[config.mk]
export PLATFORM = sky130hd
export DESIGN_NAME = tcp_ack_update_cwnd_rtt
export DESIGN_NICKNAME = d
export VERILOG_FILES = /design/src/rtl/tcpack_pkg.sv /design/src/rtl/tcp_ack_update_cwnd_rtt.sv
export SDC_FILE = /design/constraint.sdc
export NUM_CORES = 2
export LEC_CHECK = 0
export BUFFER_PORTS_ARGS = -buffer_cell sky130_fd_sc_hd__buf_2
export CAP_MARGIN = 20
export CORE_MARGIN = 4
export CORE_UTILIZATION = 50
export CTS_BUF_LIST = sky130_fd_sc_hd__clkbuf_4 sky130_fd_sc_hd__clkbuf_8
export CTS_CLUSTER_SIZE = 16
export DETAILED_ROUTE_END_ITERATION = 8
export GPL_TIMING_DRIVEN = 0
export PLACE_DENSITY = 0.7
export SYNTH_ARGS = -nofsm -noshare
export SYNTH_HDL_FRONTEND = slang
export SYNTH_SLANG_ARGS = --single-unit
[constraint.sdc]
create_clock -name clock -period 8 [get_ports clock]
set_input_delay 0.8 -clock clock [delete_from_list [all_inputs] [get_ports clock]]
set_output_delay 0.8 -clock clock [all_outputs]
set_load 0.05 [all_outputs]
[src/rtl/tcpack_pkg.sv]
package tcpack_pkg;

   // configuration register indexes
   localparam logic [2:0] RegMaxSegment  = 3'd0;
   localparam logic [2:0] RegSsthresh    = 3'd1;
   localparam logic [2:0] RegInitSrtt    = 3'd2;
   localparam logic [2:0] RegMsPerTick   = 3'd3;
   localparam logic [2:0] RegSrttGain    = 3'd4;
   localparam logic [2:0] RegMdevGain    = 3'd5;

   // configuration reset values
   localparam logic [15:0] MaxSegmentRst = 16'd536;
   localparam logic [15:0] SsthreshRst   = 16'd65535;
   localparam logic [15:0] InitSrttRst   = 16'd500;
   localparam logic [9:0]  MsPerTickRst  = 10'd50;
   localparam logic [6:0]  SrttGainRst   = 7'd8;
   localparam logic [6:0]  MdevGainRst   = 7'd4;

   // shared divider: dividend width covers (gain-1)*old + sample
   localparam int unsigned DivBits = 40;
   localparam int unsigned CntBits = $clog2(DivBits);
   localparam logic [CntBits-1:0] DivLast = CntBits'(DivBits - 1);

   localparam logic [15:0] WinMax = 16'hFFFF;

   localparam logic OpStart = 1'b0;
   localparam logic OpAck   = 1'b1;

   typedef enum logic [3:0] {
      S_IDLE,
      S_WIN,
      S_CWND,
      S_CMUL,
      S_CDIV,
      S_CGROW,
      S_RTT,
      S_RMUL,
      S_SMUL,
      S_SDIV,
      S_DMUL,
      S_DDIV,
      S_FIN,
      S_DONE
   } state_type;

endpackage

[src/rtl/tcp_ack_update_cwnd_rtt.sv]
// channel  | valid      | stall      | payload
// ---------+------------+------------+------------------------------------------
// request  | req_valid  | req_stall  | req_op .. req_handshaking
// response | rsp_valid  | rsp_stall  | rsp_force_send .. rsp_window_reopened
// config   | csr_wr_en  | (none)     | csr_index, csr_wdata
//
// A start item or a beyond/old ack goes from the window step straight to the result.
// A new ack may also run up to three divisions (cwnd growth, srtt filter,
// deviation filter) on the one shared bit-serial divider, each preceded by a
// pass through the shared multiplier.
// req_stall is high from transfer until the result is placed in the output
// register; a waiting result does not block the next request.
// Synchronous active-high reset clears the connection state to its defaults.
module tcp_ack_update_cwnd_rtt (
   input  logic        clock,
   input  logic        reset,
   // configuration
   input  logic        csr_wr_en,
   input  logic [2:0]  csr_index,
   input  logic [15:0] csr_wdata,
   // request channel
   input  logic        req_valid,
   output logic        req_stall,
   input  logic        req_op,
   input  logic [31:0] req_ack_num,
   input  logic [31:0] req_seq_num,
   input  logic [15:0] req_peer_window,
   input  logic [31:0] req_send_next,
   input  logic        req_timing_active,
   input  logic [31:0] req_timed_seq,
   input  logic [15:0] req_elapsed_ticks,
   input  logic        req_retransmitted,
   input  logic        req_handshaking,
   // response channel
   output logic        rsp_valid,
   input  logic        rsp_stall,
   output logic        rsp_force_send,
   output logic [15:0] rsp_bytes_acked,
   output logic [31:0] rsp_unacked_start,
   output logic [15:0] rsp_send_window,
   output logic [15:0] rsp_congestion_window,
   output logic [31:0] rsp_smoothed_rtt,
   output logic [31:0] rsp_rtt_deviation,
   output logic        rsp_retransmit_run,
   output logic        rsp_timing_stop,
   output logic        rsp_window_reopened
);
   import tcpack_pkg::*;

   // configuration registers
   logic [15:0] mss_ff, ssth_ff, init_srtt_ff;
   logic [9:0]  mpt_ff;
   logic [6:0]  sgain_ff, dgain_ff;

   // sequencer and connection state
   state_type   state_ff, state_in;
   logic [31:0] una_ff, una_in;
   logic [15:0] win_ff, win_in;
   logic [31:0] wl1_ff, wl1_in;
   logic [31:0] wl2_ff, wl2_in;
   logic [15:0] cwnd_ff, cwnd_in;
   logic [31:0] srtt_ff, srtt_in;
   logic [31:0] dev_ff, dev_in;
   logic        syn_ff, syn_in;
   logic        rsp_valid_ff, rsp_valid_in;

   // per-item flags and working values
   logic        force_ff, force_in;
   logic [15:0] acked_ff, acked_in;
   logic        rrun_ff, rrun_in;
   logic        tstop_ff, tstop_in;
   logic        reopen_ff, reopen_in;
   logic [25:0] rtt_ff, rtt_in;
   logic [31:0] err_ff, err_in;

   // captured request
   logic        op_ff, timing_ff, retran_ff, hands_ff;
   logic [31:0] ack_ff, seq_ff, nxt_ff, tseq_ff;
   logic [15:0] wnd_ff, ticks_ff;

   // shared multiplier and divider
   logic [31:0] mul_a;
   logic [15:0] mul_b;
   logic [47:0] mul_ff;
   logic [DivBits-1:0] num_ff, num_in, num_step;
   logic [15:0]        rem_ff, rem_in, rem_step, den_ff, den_in;
   logic [CntBits-1:0] cnt_ff, cnt_in;
   logic [16:0]        trial, trial_diff;
   logic               trial_ge;

   // output register
   logic        o_force_ff, o_rrun_ff, o_tstop_ff, o_reopen_ff;
   logic [15:0] o_acked_ff, o_win_ff, o_cwnd_ff;
   logic [31:0] o_una_ff, o_srtt_ff, o_dev_ff;

   logic        req_xfer, out_load;
   logic [6:0]  sgain_eff, dgain_eff;
   logic [31:0] d_ack_nxt, d_ack_wl2, d_seq_wl1, d_ack_una, d_ack_tseq;
   logic        ack_beyond, win_fresh, ack_new, rtt_done;
   logic [15:0] expand, ss_expand, div_expand;
   logic [16:0] grown_sum;
   logic [15:0] grown_sat, grown;
   logic [31:0] rtt_ext;

   assign req_xfer  = req_valid && !req_stall;
   assign req_stall = (state_ff != S_IDLE);

   // a gain of zero behaves as one
   assign sgain_eff = (sgain_ff == 7'd0) ? 7'd1 : sgain_ff;
   assign dgain_eff = (dgain_ff == 7'd0) ? 7'd1 : dgain_ff;

   // modulo 2^32 sequence comparisons
   assign d_ack_nxt  = ack_ff - nxt_ff;
   assign d_ack_wl2  = ack_ff - wl2_ff;
   assign d_seq_wl1  = seq_ff - wl1_ff;
   assign d_ack_una  = ack_ff - una_ff;
   assign d_ack_tseq = ack_ff - tseq_ff;
   assign ack_beyond = !d_ack_nxt[31] && (d_ack_nxt != 32'd0);
   assign win_fresh  = !d_ack_wl2[31] && !d_seq_wl1[31];
   assign ack_new    = !d_ack_una[31] && (d_ack_una != 32'd0);
   assign rtt_done   = timing_ff && !d_ack_tseq[31];

   // congestion window growth, saturated and limited to the send window
   assign ss_expand  = (acked_ff < mss_ff) ? acked_ff : mss_ff;
   assign div_expand = (|num_ff[DivBits-1:16]) ? WinMax : num_ff[15:0];
   always_comb begin
      case (state_ff)
         S_CGROW: expand = div_expand;
         default: expand = (cwnd_ff < ssth_ff) ? ss_expand : WinMax;
      endcase
   end
   assign grown_sum = {1'b0, cwnd_ff} + {1'b0, expand};
   assign grown_sat = grown_sum[16] ? WinMax : grown_sum[15:0];
   assign grown     = (grown_sat > win_ff) ? win_ff : grown_sat;

   assign rtt_ext = {6'd0, rtt_ff};

   // multiplier operand selection by sequencer step
   always_comb begin
      case (state_ff)
         S_RTT: begin
            mul_a = {16'd0, ticks_ff};
            mul_b = {6'd0, mpt_ff};
         end
         S_RMUL: begin
            mul_a = srtt_ff;
            mul_b = {9'd0, sgain_eff - 7'd1};
         end
         S_SDIV: begin
            mul_a = dev_ff;
            mul_b = {9'd0, dgain_eff - 7'd1};
         end
         default: begin
            mul_a = {16'd0, mss_ff};
            mul_b = mss_ff;
         end
      endcase
   end

   // one restoring divide step
   assign trial      = {rem_ff, num_ff[DivBits-1]};
   assign trial_ge   = (trial >= {1'b0, den_ff});
   assign trial_diff = trial - {1'b0, den_ff};
   assign rem_step   = trial_ge ? trial_diff[15:0] : trial[15:0];
   assign num_step   = {num_ff[DivBits-2:0], trial_ge};

   assign out_load = (state_ff == S_DONE) && (!rsp_valid_ff || !rsp_stall);

   // sequencer: next state and datapath updates
   always_comb begin
      state_in  = state_ff;
      una_in    = una_ff;
      win_in    = win_ff;
      wl1_in    = wl1_ff;
      wl2_in    = wl2_ff;
      cwnd_in   = cwnd_ff;
      srtt_in   = srtt_ff;
      dev_in    = dev_ff;
      syn_in    = syn_ff;
      force_in  = force_ff;
      acked_in  = acked_ff;
      rrun_in   = rrun_ff;
      tstop_in  = tstop_ff;
      reopen_in = reopen_ff;
      rtt_in    = rtt_ff;
      err_in    = err_ff;
      num_in    = num_ff;
      rem_in    = rem_ff;
      den_in    = den_ff;
      cnt_in    = cnt_ff;
      case (state_ff)
         S_IDLE: begin
            if (req_xfer) begin
               force_in  = 1'b0;
               acked_in  = 16'd0;
               rrun_in   = 1'b0;
               tstop_in  = 1'b0;
               reopen_in = 1'b0;
               state_in  = S_WIN;
            end
         end
         S_WIN: begin
            if (op_ff == OpStart) begin
               una_in   = ack_ff;
               wl2_in   = ack_ff;
               wl1_in   = seq_ff;
               win_in   = wnd_ff;
               cwnd_in  = mss_ff;
               srtt_in  = {16'd0, init_srtt_ff};
               dev_in   = 32'd0;
               syn_in   = 1'b0;
               state_in = S_DONE;
            end else if (ack_beyond) begin
               force_in = 1'b1;
               state_in = S_DONE;
            end else begin
               if (win_fresh) begin
                  reopen_in = (wnd_ff != 16'd0) && (win_ff == 16'd0);
                  win_in    = wnd_ff;
                  wl1_in    = seq_ff;
                  wl2_in    = ack_ff;
               end
               if (ack_new) begin
                  acked_in = d_ack_una[15:0];
                  state_in = S_CWND;
               end else begin
                  state_in = S_DONE;
               end
            end
         end
         S_CWND: begin
            // below the send window: slow start or zero window grows at once, else divide
            if (cwnd_ff < win_ff) begin
               if ((cwnd_ff < ssth_ff) || (cwnd_ff == 16'd0)) begin
                  cwnd_in  = grown;
                  state_in = S_RTT;
               end else begin
                  state_in = S_CMUL;
               end
            end else begin
               state_in = S_RTT;
            end
         end
         S_CMUL: begin
            num_in   = {{(DivBits-32){1'b0}}, mul_ff[31:0]};
            den_in   = cwnd_ff;
            rem_in   = 16'd0;
            cnt_in   = '0;
            state_in = S_CDIV;
         end
         S_CDIV: begin
            num_in = num_step;
            rem_in = rem_step;
            cnt_in = cnt_ff + 1'b1;
            if (cnt_ff == DivLast) begin
               state_in = S_CGROW;
            end
         end
         S_CGROW: begin
            cwnd_in  = grown;
            state_in = S_RTT;
         end
         S_RTT: begin
            if (rtt_done) begin
               tstop_in = 1'b1;
               state_in = retran_ff ? S_FIN : S_RMUL;
            end else begin
               state_in = S_FIN;
            end
         end
         S_RMUL: begin
            rtt_in = mul_ff[25:0];
            if (({6'd0, mul_ff[25:0]} > srtt_ff) && hands_ff) begin
               srtt_in  = {6'd0, mul_ff[25:0]};
               state_in = S_FIN;
            end else begin
               err_in   = ({6'd0, mul_ff[25:0]} > srtt_ff) ?
                          ({6'd0, mul_ff[25:0]} - srtt_ff) :
                          (srtt_ff - {6'd0, mul_ff[25:0]});
               state_in = S_SMUL;
            end
         end
         S_SMUL: begin
            num_in   = mul_ff[DivBits-1:0] + {{(DivBits-32){1'b0}}, rtt_ext};
            den_in   = {9'd0, sgain_eff};
            rem_in   = 16'd0;
            cnt_in   = '0;
            state_in = S_SDIV;
         end
         S_SDIV: begin
            num_in = num_step;
            rem_in = rem_step;
            cnt_in = cnt_ff + 1'b1;
            if (cnt_ff == DivLast) begin
               srtt_in  = num_step[31:0];
               state_in = S_DMUL;
            end
         end
         S_DMUL: begin
            num_in   = mul_ff[DivBits-1:0] + {{(DivBits-32){1'b0}}, err_ff};
            den_in   = {9'd0, dgain_eff};
            rem_in   = 16'd0;
            cnt_in   = '0;
            state_in = S_DDIV;
         end
         S_DDIV: begin
            num_in = num_step;
            rem_in = rem_step;
            cnt_in = cnt_ff + 1'b1;
            if (cnt_ff == DivLast) begin
               dev_in   = num_step[31:0];
               state_in = S_FIN;
            end
         end
         S_FIN: begin
            // first new ack also covers the syn
            if (!syn_ff) begin
               syn_in   = 1'b1;
               acked_in = acked_ff - 16'd1;
            end
            una_in   = ack_ff;
            rrun_in  = (ack_ff != nxt_ff);
            state_in = S_DONE;
         end
         S_DONE: begin
            if (out_load) begin
               state_in = S_IDLE;
            end
         end
         default: begin
            state_in = S_IDLE;
         end
      endcase
   end

   assign rsp_valid_in = out_load || (rsp_valid_ff && rsp_stall);

   // control and connection state
   always_ff @(posedge clock) begin
      if (reset) begin
         state_ff     <= S_IDLE;
         rsp_valid_ff <= 1'b0;
         mss_ff       <= MaxSegmentRst;
         ssth_ff      <= SsthreshRst;
         init_srtt_ff <= InitSrttRst;
         mpt_ff       <= MsPerTickRst;
         sgain_ff     <= SrttGainRst;
         dgain_ff     <= MdevGainRst;
         una_ff       <= 32'd0;
         win_ff       <= 16'd0;
         wl1_ff       <= 32'd0;
         wl2_ff       <= 32'd0;
         cwnd_ff      <= MaxSegmentRst;
         srtt_ff      <= {16'd0, InitSrttRst};
         dev_ff       <= 32'd0;
         syn_ff       <= 1'b0;
      end else begin
         state_ff     <= state_in;
         rsp_valid_ff <= rsp_valid_in;
         una_ff       <= una_in;
         win_ff       <= win_in;
         wl1_ff       <= wl1_in;
         wl2_ff       <= wl2_in;
         cwnd_ff      <= cwnd_in;
         srtt_ff      <= srtt_in;
         dev_ff       <= dev_in;
         syn_ff       <= syn_in;
         if (csr_wr_en) begin
            case (csr_index)
               RegMaxSegment: mss_ff       <= csr_wdata;
               RegSsthresh:   ssth_ff      <= csr_wdata;
               RegInitSrtt:   init_srtt_ff <= csr_wdata;
               RegMsPerTick:  mpt_ff       <= csr_wdata[9:0];
               RegSrttGain:   sgain_ff     <= csr_wdata[6:0];
               RegMdevGain:   dgain_ff     <= csr_wdata[6:0];
               default: ;
            endcase
         end
      end
   end

   // datapath registers
   always_ff @(posedge clock) begin
      force_ff  <= force_in;
      acked_ff  <= acked_in;
      rrun_ff   <= rrun_in;
      tstop_ff  <= tstop_in;
      reopen_ff <= reopen_in;
      rtt_ff    <= rtt_in;
      err_ff    <= err_in;
      num_ff    <= num_in;
      rem_ff    <= rem_in;
      den_ff    <= den_in;
      cnt_ff    <= cnt_in;
      mul_ff    <= mul_a * mul_b;
      // request capture on transfer
      if (req_xfer) begin
         op_ff     <= req_op;
         ack_ff    <= req_ack_num;
         seq_ff    <= req_seq_num;
         wnd_ff    <= req_peer_window;
         nxt_ff    <= req_send_next;
         timing_ff <= req_timing_active;
         tseq_ff   <= req_timed_seq;
         ticks_ff  <= req_elapsed_ticks;
         retran_ff <= req_retransmitted;
         hands_ff  <= req_handshaking;
      end
      // output register load
      if (out_load) begin
         o_force_ff  <= force_ff;
         o_acked_ff  <= acked_ff;
         o_una_ff    <= una_ff;
         o_win_ff    <= win_ff;
         o_cwnd_ff   <= cwnd_ff;
         o_srtt_ff   <= srtt_ff;
         o_dev_ff    <= dev_ff;
         o_rrun_ff   <= rrun_ff;
         o_tstop_ff  <= tstop_ff;
         o_reopen_ff <= reopen_ff;
      end
   end

   assign rsp_valid             = rsp_valid_ff;
   assign rsp_force_send        = o_force_ff;
   assign rsp_bytes_acked       = o_acked_ff;
   assign rsp_unacked_start     = o_una_ff;
   assign rsp_send_window       = o_win_ff;
   assign rsp_congestion_window = o_cwnd_ff;
   assign rsp_smoothed_rtt      = o_srtt_ff;
   assign rsp_rtt_deviation     = o_dev_ff;
   assign rsp_retransmit_run    = o_rrun_ff;
   assign rsp_timing_stop       = o_tstop_ff;
   assign rsp_window_reopened   = o_reopen_ff;

endmodule

# == Word-level counts from Yosys, hierarchy flattened ==
# Cells that the tools add are included.
# word_totals
wordCells,241
output_inout_bits,150
in_bits,188
ram_bits,0
mem_count,0
latch_bits,0
ff_bits,778
romBits,0
# classes
eq_ne,38
addsub,15
reduce_logical,62
n_div,0
muxes,70
n_mul,1
bitwise_logic,1
magnitude_cmp,6
shift,0
# ops
op,n
$mux W32,12
$mux W16,18
$pmux W16 S3,4
$pmux W32 S3,2
$pmux W40 S4,1
$sub A32 B32 Y32,5
$pmux W32 S2,2
$reduce_bool A32 Y1,2
$pmux W4 S14,1
$lt A16 B16 Y1,3
$mux W4,11
$add A40 B26 Y40,1
$add A40 B32 Y40,1
$mul A32 B16 Y40,1
$ne A2 B2 Y1 const B,17
$gt A26 B32 Y1,1
$logic_not A16 Y1,2
$ne A32 B32 Y1,1
$pmux W16 S2,1
$sub A26 B32 Y32,1
$sub A32 B26 Y32,1
$eq A4 B4 Y1 const B,6
$reduce_or A24 Y1,1
$reduce_and A2 Y1,9
other kinds (36),89

# == Longest topological paths before layout ==
# depth
ltp_word,11
mapped_depth,37
depth_no_buf,35

# == Least setup slack after synthesis ==
# Ideal clock, no wire load.
# synth_timing
path_type,register to register
start,register state_ff[2]
end,"register o_acked_ff[0], in the netlist rsp_bytes_acked[0] (enable)"
period_less_slack_ns,8.851
setup_time_ns,0.704
arrival_time_ns,8.147
required_ns,7.296
path_slack_ns,-0.851
stages_incl_launch_ff,6
n_path_buf,1
cell_sequence,dfxtp_1 -> clkbuf_1 -> inv_1 -> nor2_1 -> nand3_1 -> a21oi_1
# synth_via
elab_chain_cells,2
# synth_lines
element,line_no,rtl
from (decl),tcp_ack_update_cwnd_rtt.sv:56,"state_type state_ff, state_in;"
from (signal assigned),tcp_ack_update_cwnd_rtt.sv:358,state_ff <= state_in;
$eq A4 B4 Y1,tcp_ack_update_cwnd_rtt.sv:167,assign out_load = (state_ff == S_DONE) && (!rsp_valid_ff || !rsp_stall);
$logic_and A1 B1 Y1,tcp_ack_update_cwnd_rtt.sv:167,
named net out_load,tcp_ack_update_cwnd_rtt.sv:96,"logic req_xfer, out_load;"
to (signal assigned),tcp_ack_update_cwnd_rtt.sv:412,o_acked_ff <= acked_ff;
to (decl),tcp_ack_update_cwnd_rtt.sv:93,"logic [15:0] o_acked_ff, o_win_ff, o_cwnd_ff;"
# The timed path passes the listed nets, and every way through them passes these cells.
# A chain may end at the register's enable or synchronous reset.

# == Worst setup path in the final report ==
# layout_timing
start,register state_ff[0]
end,register mul_ff[39]
# layout_via
elab_chain_cells,3
elab_cells_between_ends,6
classes_between,1 x mul; 3 x eq/ne; 2 x mux
# layout_lines
element,line_no,rtl
$eq A4 B4 Y1 or $eq A4 B3 Y1 (tied branches),tcp_ack_update_cwnd_rtt.sv:140,case (state_ff)
$pmux W32 S3 or $pmux W16 S3 (tied branches),tcp_ack_update_cwnd_rtt.sv:140,
$mul A32 B16 Y40 (*),tcp_ack_update_cwnd_rtt.sv:395,mul_ff <= mul_a * mul_b;
to (signal assigned),tcp_ack_update_cwnd_rtt.sv:395,
to (decl),tcp_ack_update_cwnd_rtt.sv:84,logic [47:0] mul_ff;
# Mark *: on every way between the ends. The rest lies on a longest branch, timed or not.

==> results_dict.tcl <==
set metrics [dict create \
    detail_route.wirelength_um 187900 \
    dr_total_vias 47130 \
    finish.net_count 7507 \
    least_margin_pin_slew_ps 1198 \
    cap_viol_max_count 0 \
    avgSynthCellArea_um2 9.650 \
    worst_hold_path_type "in -> reg" \
    n_fill_cell 9693 \
    clock_pin_slew_reported_for_the_worst_setup_and_hold_paths_after_clock_tree_synthesis_ps 70 \
    worstReg2RegStart "state_ff[0]" \
    p_leak_nw 27.34 \
    endpoint "mul_ff[39]" \
    number_of_cells_in_the_design_after_placement 7785 \
    number_of_antenna_violations_at_the_first_check_in_global_routing 19 \
    max_slew_margin_pct 19.85 \
    tritoncts "yes" \
    synth-async-reset-ratio_pct 0 \
    core.rowCount 122 \
    synth.ff_latch_count 778 \
    start_util_pct 50.59 \
    number_of_enable_type_register_cells_in_the_synthesized_netlist 468 \
    post_layout_nonfiller_instances 8120 \
    area.growth.synth_to_final_pct 16.06 \
    grt_pass1_vias 47040 \
    slew_viols_final 0 \
    required_ps 8740 \
    rsz0062_at_grt "true" \
    placed_area_mm2 0.06067 \
    grt.busiest_layer "met2" \
    critical-path-slowest-cell "fa_1" \
    largest_stage_delay_on_the_critical_path_ps 570 \
    detail_route.wl_per_cell_um 23.14 \
    clock_sinks 778 \
    worst_setup_path_start_kind "flip-flop" \
    die_area_mm2 0.1180 \
    outcome "complete, no violations" \
    count_of_h_tree_levels_built_during_cts 4 \
    finClkSkew_ps 52.81 \
    cts-root-buf "clkbuf_8" \
    finalSetupViolations 0 \
    post-synth-top-area-cell "edfxtp_1" \
    criticalPathCategory "reg -> reg" \
    yosysWarningCount 0 \
    final.min_clock_period_ps 7985 \
    grt_first_pass_wirelength_um 280200 \
    die_width_um 343.6 \
    totalNegativeSetupSlack_ps 0 \
    hold-worst-slack_ps 86.84 \
    clk_latency_ps 880 \
    synth_cells 5834 \
    drt_drc_violations_left 0 \
    synth_common_cells "inv_1 (768), nand2_1 (632), edfxtp_1 (468), nor2_1 (450), ha_1 (417)" \
    critPathArrivalTime_ps 8730 \
    reg2regPathDepth 34 \
    endpoint_type_of_the_worst_setup_path "flip-flop" \
    first_iter_violations 4464 \
    main_flop_type_after_synthesis "edfxtp_1" \
    detail_route.vias_per_cell 5.804 \
    fin_area_mm2 0.06534 \
    cts_buffers 140 \
    layout_worst_path_cycle_share_pct 99.81 \
    final_layout_size_suffix_gt1_share_pct 14.55 \
    port_buffers 336 \
    ios 338 \
    maximum_number_of_pins_on_one_net_before_global_route_repair 125 \
    max-clock-path-buffers 3 \
    core_region_area_mm2 0.1113 \
    synth.cell_area_mm2 0.05630 \
    crit_path_max_fanout 10 \
    irDropWorstVdd_mv 0.2770 \
    postRouteAntennaNets 0 \
    power_dens_cells_mw_per_mm2 401.4 \
    report.final.hold_viol_count 0 \
    synth.most_common_cell "inv_1" \
    synth_top_area_share_pct 24.96 \
    critical_path_origin "state_ff[0]" \
    grt-ovfl-total 0 \
    critical_path.most_common_cell "fa_1" \
    maximum_clock_rate_mhz 125.2 \
    gpl.final_weighted_congestion 1.004 \
    dieHeight_um 343.6 \
    ys_seq_area_share_pct 35.98 \
    global_route.usage.total_pct 31.54 \
    place.detailed.hpwl_um 149100 \
    yosys-top-cells-area "edfxtp_1 (25%), fa_1 (14%), dfxtp_1 (11%), ha_1 (9.3%), inv_1 (5.1%)" \
    synthDistinctLibCells 96 \
    grt_util_met2_pct 50.23 \
    rr_endpoint "mul_ff[39]" \
    grt_util_met3_pct 7.510 \
    grt_use_met1_pct 39.62 \
    timing.reg2reg.setup_slack_ps 10 \
    drt_pre_antenna_iters 7 \
]
-- cells by family (layout without fill, tap and decap cells) --
logic type | after synthesis | count (layout) | synth area share [%]
and+or+nand+nor | 1619 | 1619 | 13.01
xor gates and xnor gates | 185 | 185 | 2.878
muxes | 177 | 177 | 3.222
adders and majority gates | 816 | 816 | 23.45
other | 2 | 123 | 0.01334
AOI/OAI and AO/OA | 1252 | 1252 | 14.41
buffers and inverters | 1005 | 1682 | 7.023
DFF | 778 | 778 | 35.98
-- critical path: cells and delay by family, from the launching register on --
family / cells / cell delay (ps)
adders and majority gates: 7 / 3280
AOI/OAI and AO/OA: 7 / 1470
buffers and inverters: 12 / 1340
and+or+nand+nor: 7 / 1170
DFF: 1 / 380
muxes: 1 / 180
-- how the worst min path moves through the flow --
stage,to,start,depth (start not counted)
2_1_floorplan,rsp_force_send,force_ff,0
3_3_place_gp,rsp_timing_stop,tstop_ff,0
3_5_place_dp,rsp_window_reopened,reopen_ff,0
4_1_cts,ack_ff[24],req_ack_num[24],1
5_1_grt,seq_ff[5],req_seq_num[5],1
6_report,tseq_ff[23],req_timed_seq[23],1
-- cell type report --
cell class                 instances  area, um2  area share, %
multi-input combinational       4157      33330          51.01
sequential                       778      20290          31.05
inverter                         771       2913          4.458
timing repair buffer             432       2715          4.155
clock buffer                     193       2375          3.634
tap                             1488       1862          2.849
buffer                           223       1197          1.833
clock inverter                    63      616.8         0.9440
antenna                           15      37.54        0.05745
-- routing by layer --
metal / share of wire [%] / vias to the layer above
met3: 9.8 / 601
met2: 45 / 2294
met4: 6.4 / 2
met5: 0.0069 / -
met1: 38 / 22850
li1: - / 21380
-- timing repair --
action	in CTS	in global routing
resized for setup	204	107
pin swaps	42	54
endpoints found under the setup margin	46	34
buffers inserted	53	22
endpoints found under the hold margin	0	0
hold buffers	0	0
-- state kept, by name, indices dropped and copies added, names as in the netlist, 26 cells and up --
signal	cells
rsp_unacked_start	32
nxt_ff	32
wl2_ff	32
una_ff	32
srtt_ff	32
ack_ff	32
rsp_rtt_deviation	32
seq_ff	32
num_ff	40
rsp_smoothed_rtt	32
rtt_ff	26
dev_ff	32
err_ff	32
tseq_ff	32
mul_ff	40
wl1_ff	32
-- per-stage QoR --
stage                     utilization (%)  power [mW]  setup slack, ps
after floorplan                         -       16.62            7.002
after CTS                           58.30       25.58           -18.17
after global routing                58.70       28.09           -173.5
after detailed placement            54.52       20.79            -2732
after global placement              54.15       20.53            -3699
final                               58.72       26.23            14.90
-- cell usage in the layout (no fill, tap or decap), drive strengths merged, types with 37 or more instances in the layout --
cell      n
a211o    38
a211oi   51
a21o    122
a21oi   407
a22oi    77
and2     37
buf     497
clkbuf  351
clkinv   44
conb    108
dfxtp   310
edfxtp  468
fa      399
ha      417
inv     779
mux2i   143
nand2   632
nand2b   53
nand3   109
nand4    63
nor2    450
nor2b    47
nor3     67
o21a     40
o21ai   236
xnor2   107
xor2     78
-- where the power goes --
| part | switching (mW) | internal (mW) |
|---|---|---|
| combinational | 9.43 | 6.08 |
| sequential | 1.08 | 5.59 |
| clock | 1.83 | 2.22 |
(Power assumes the default switching activity.)
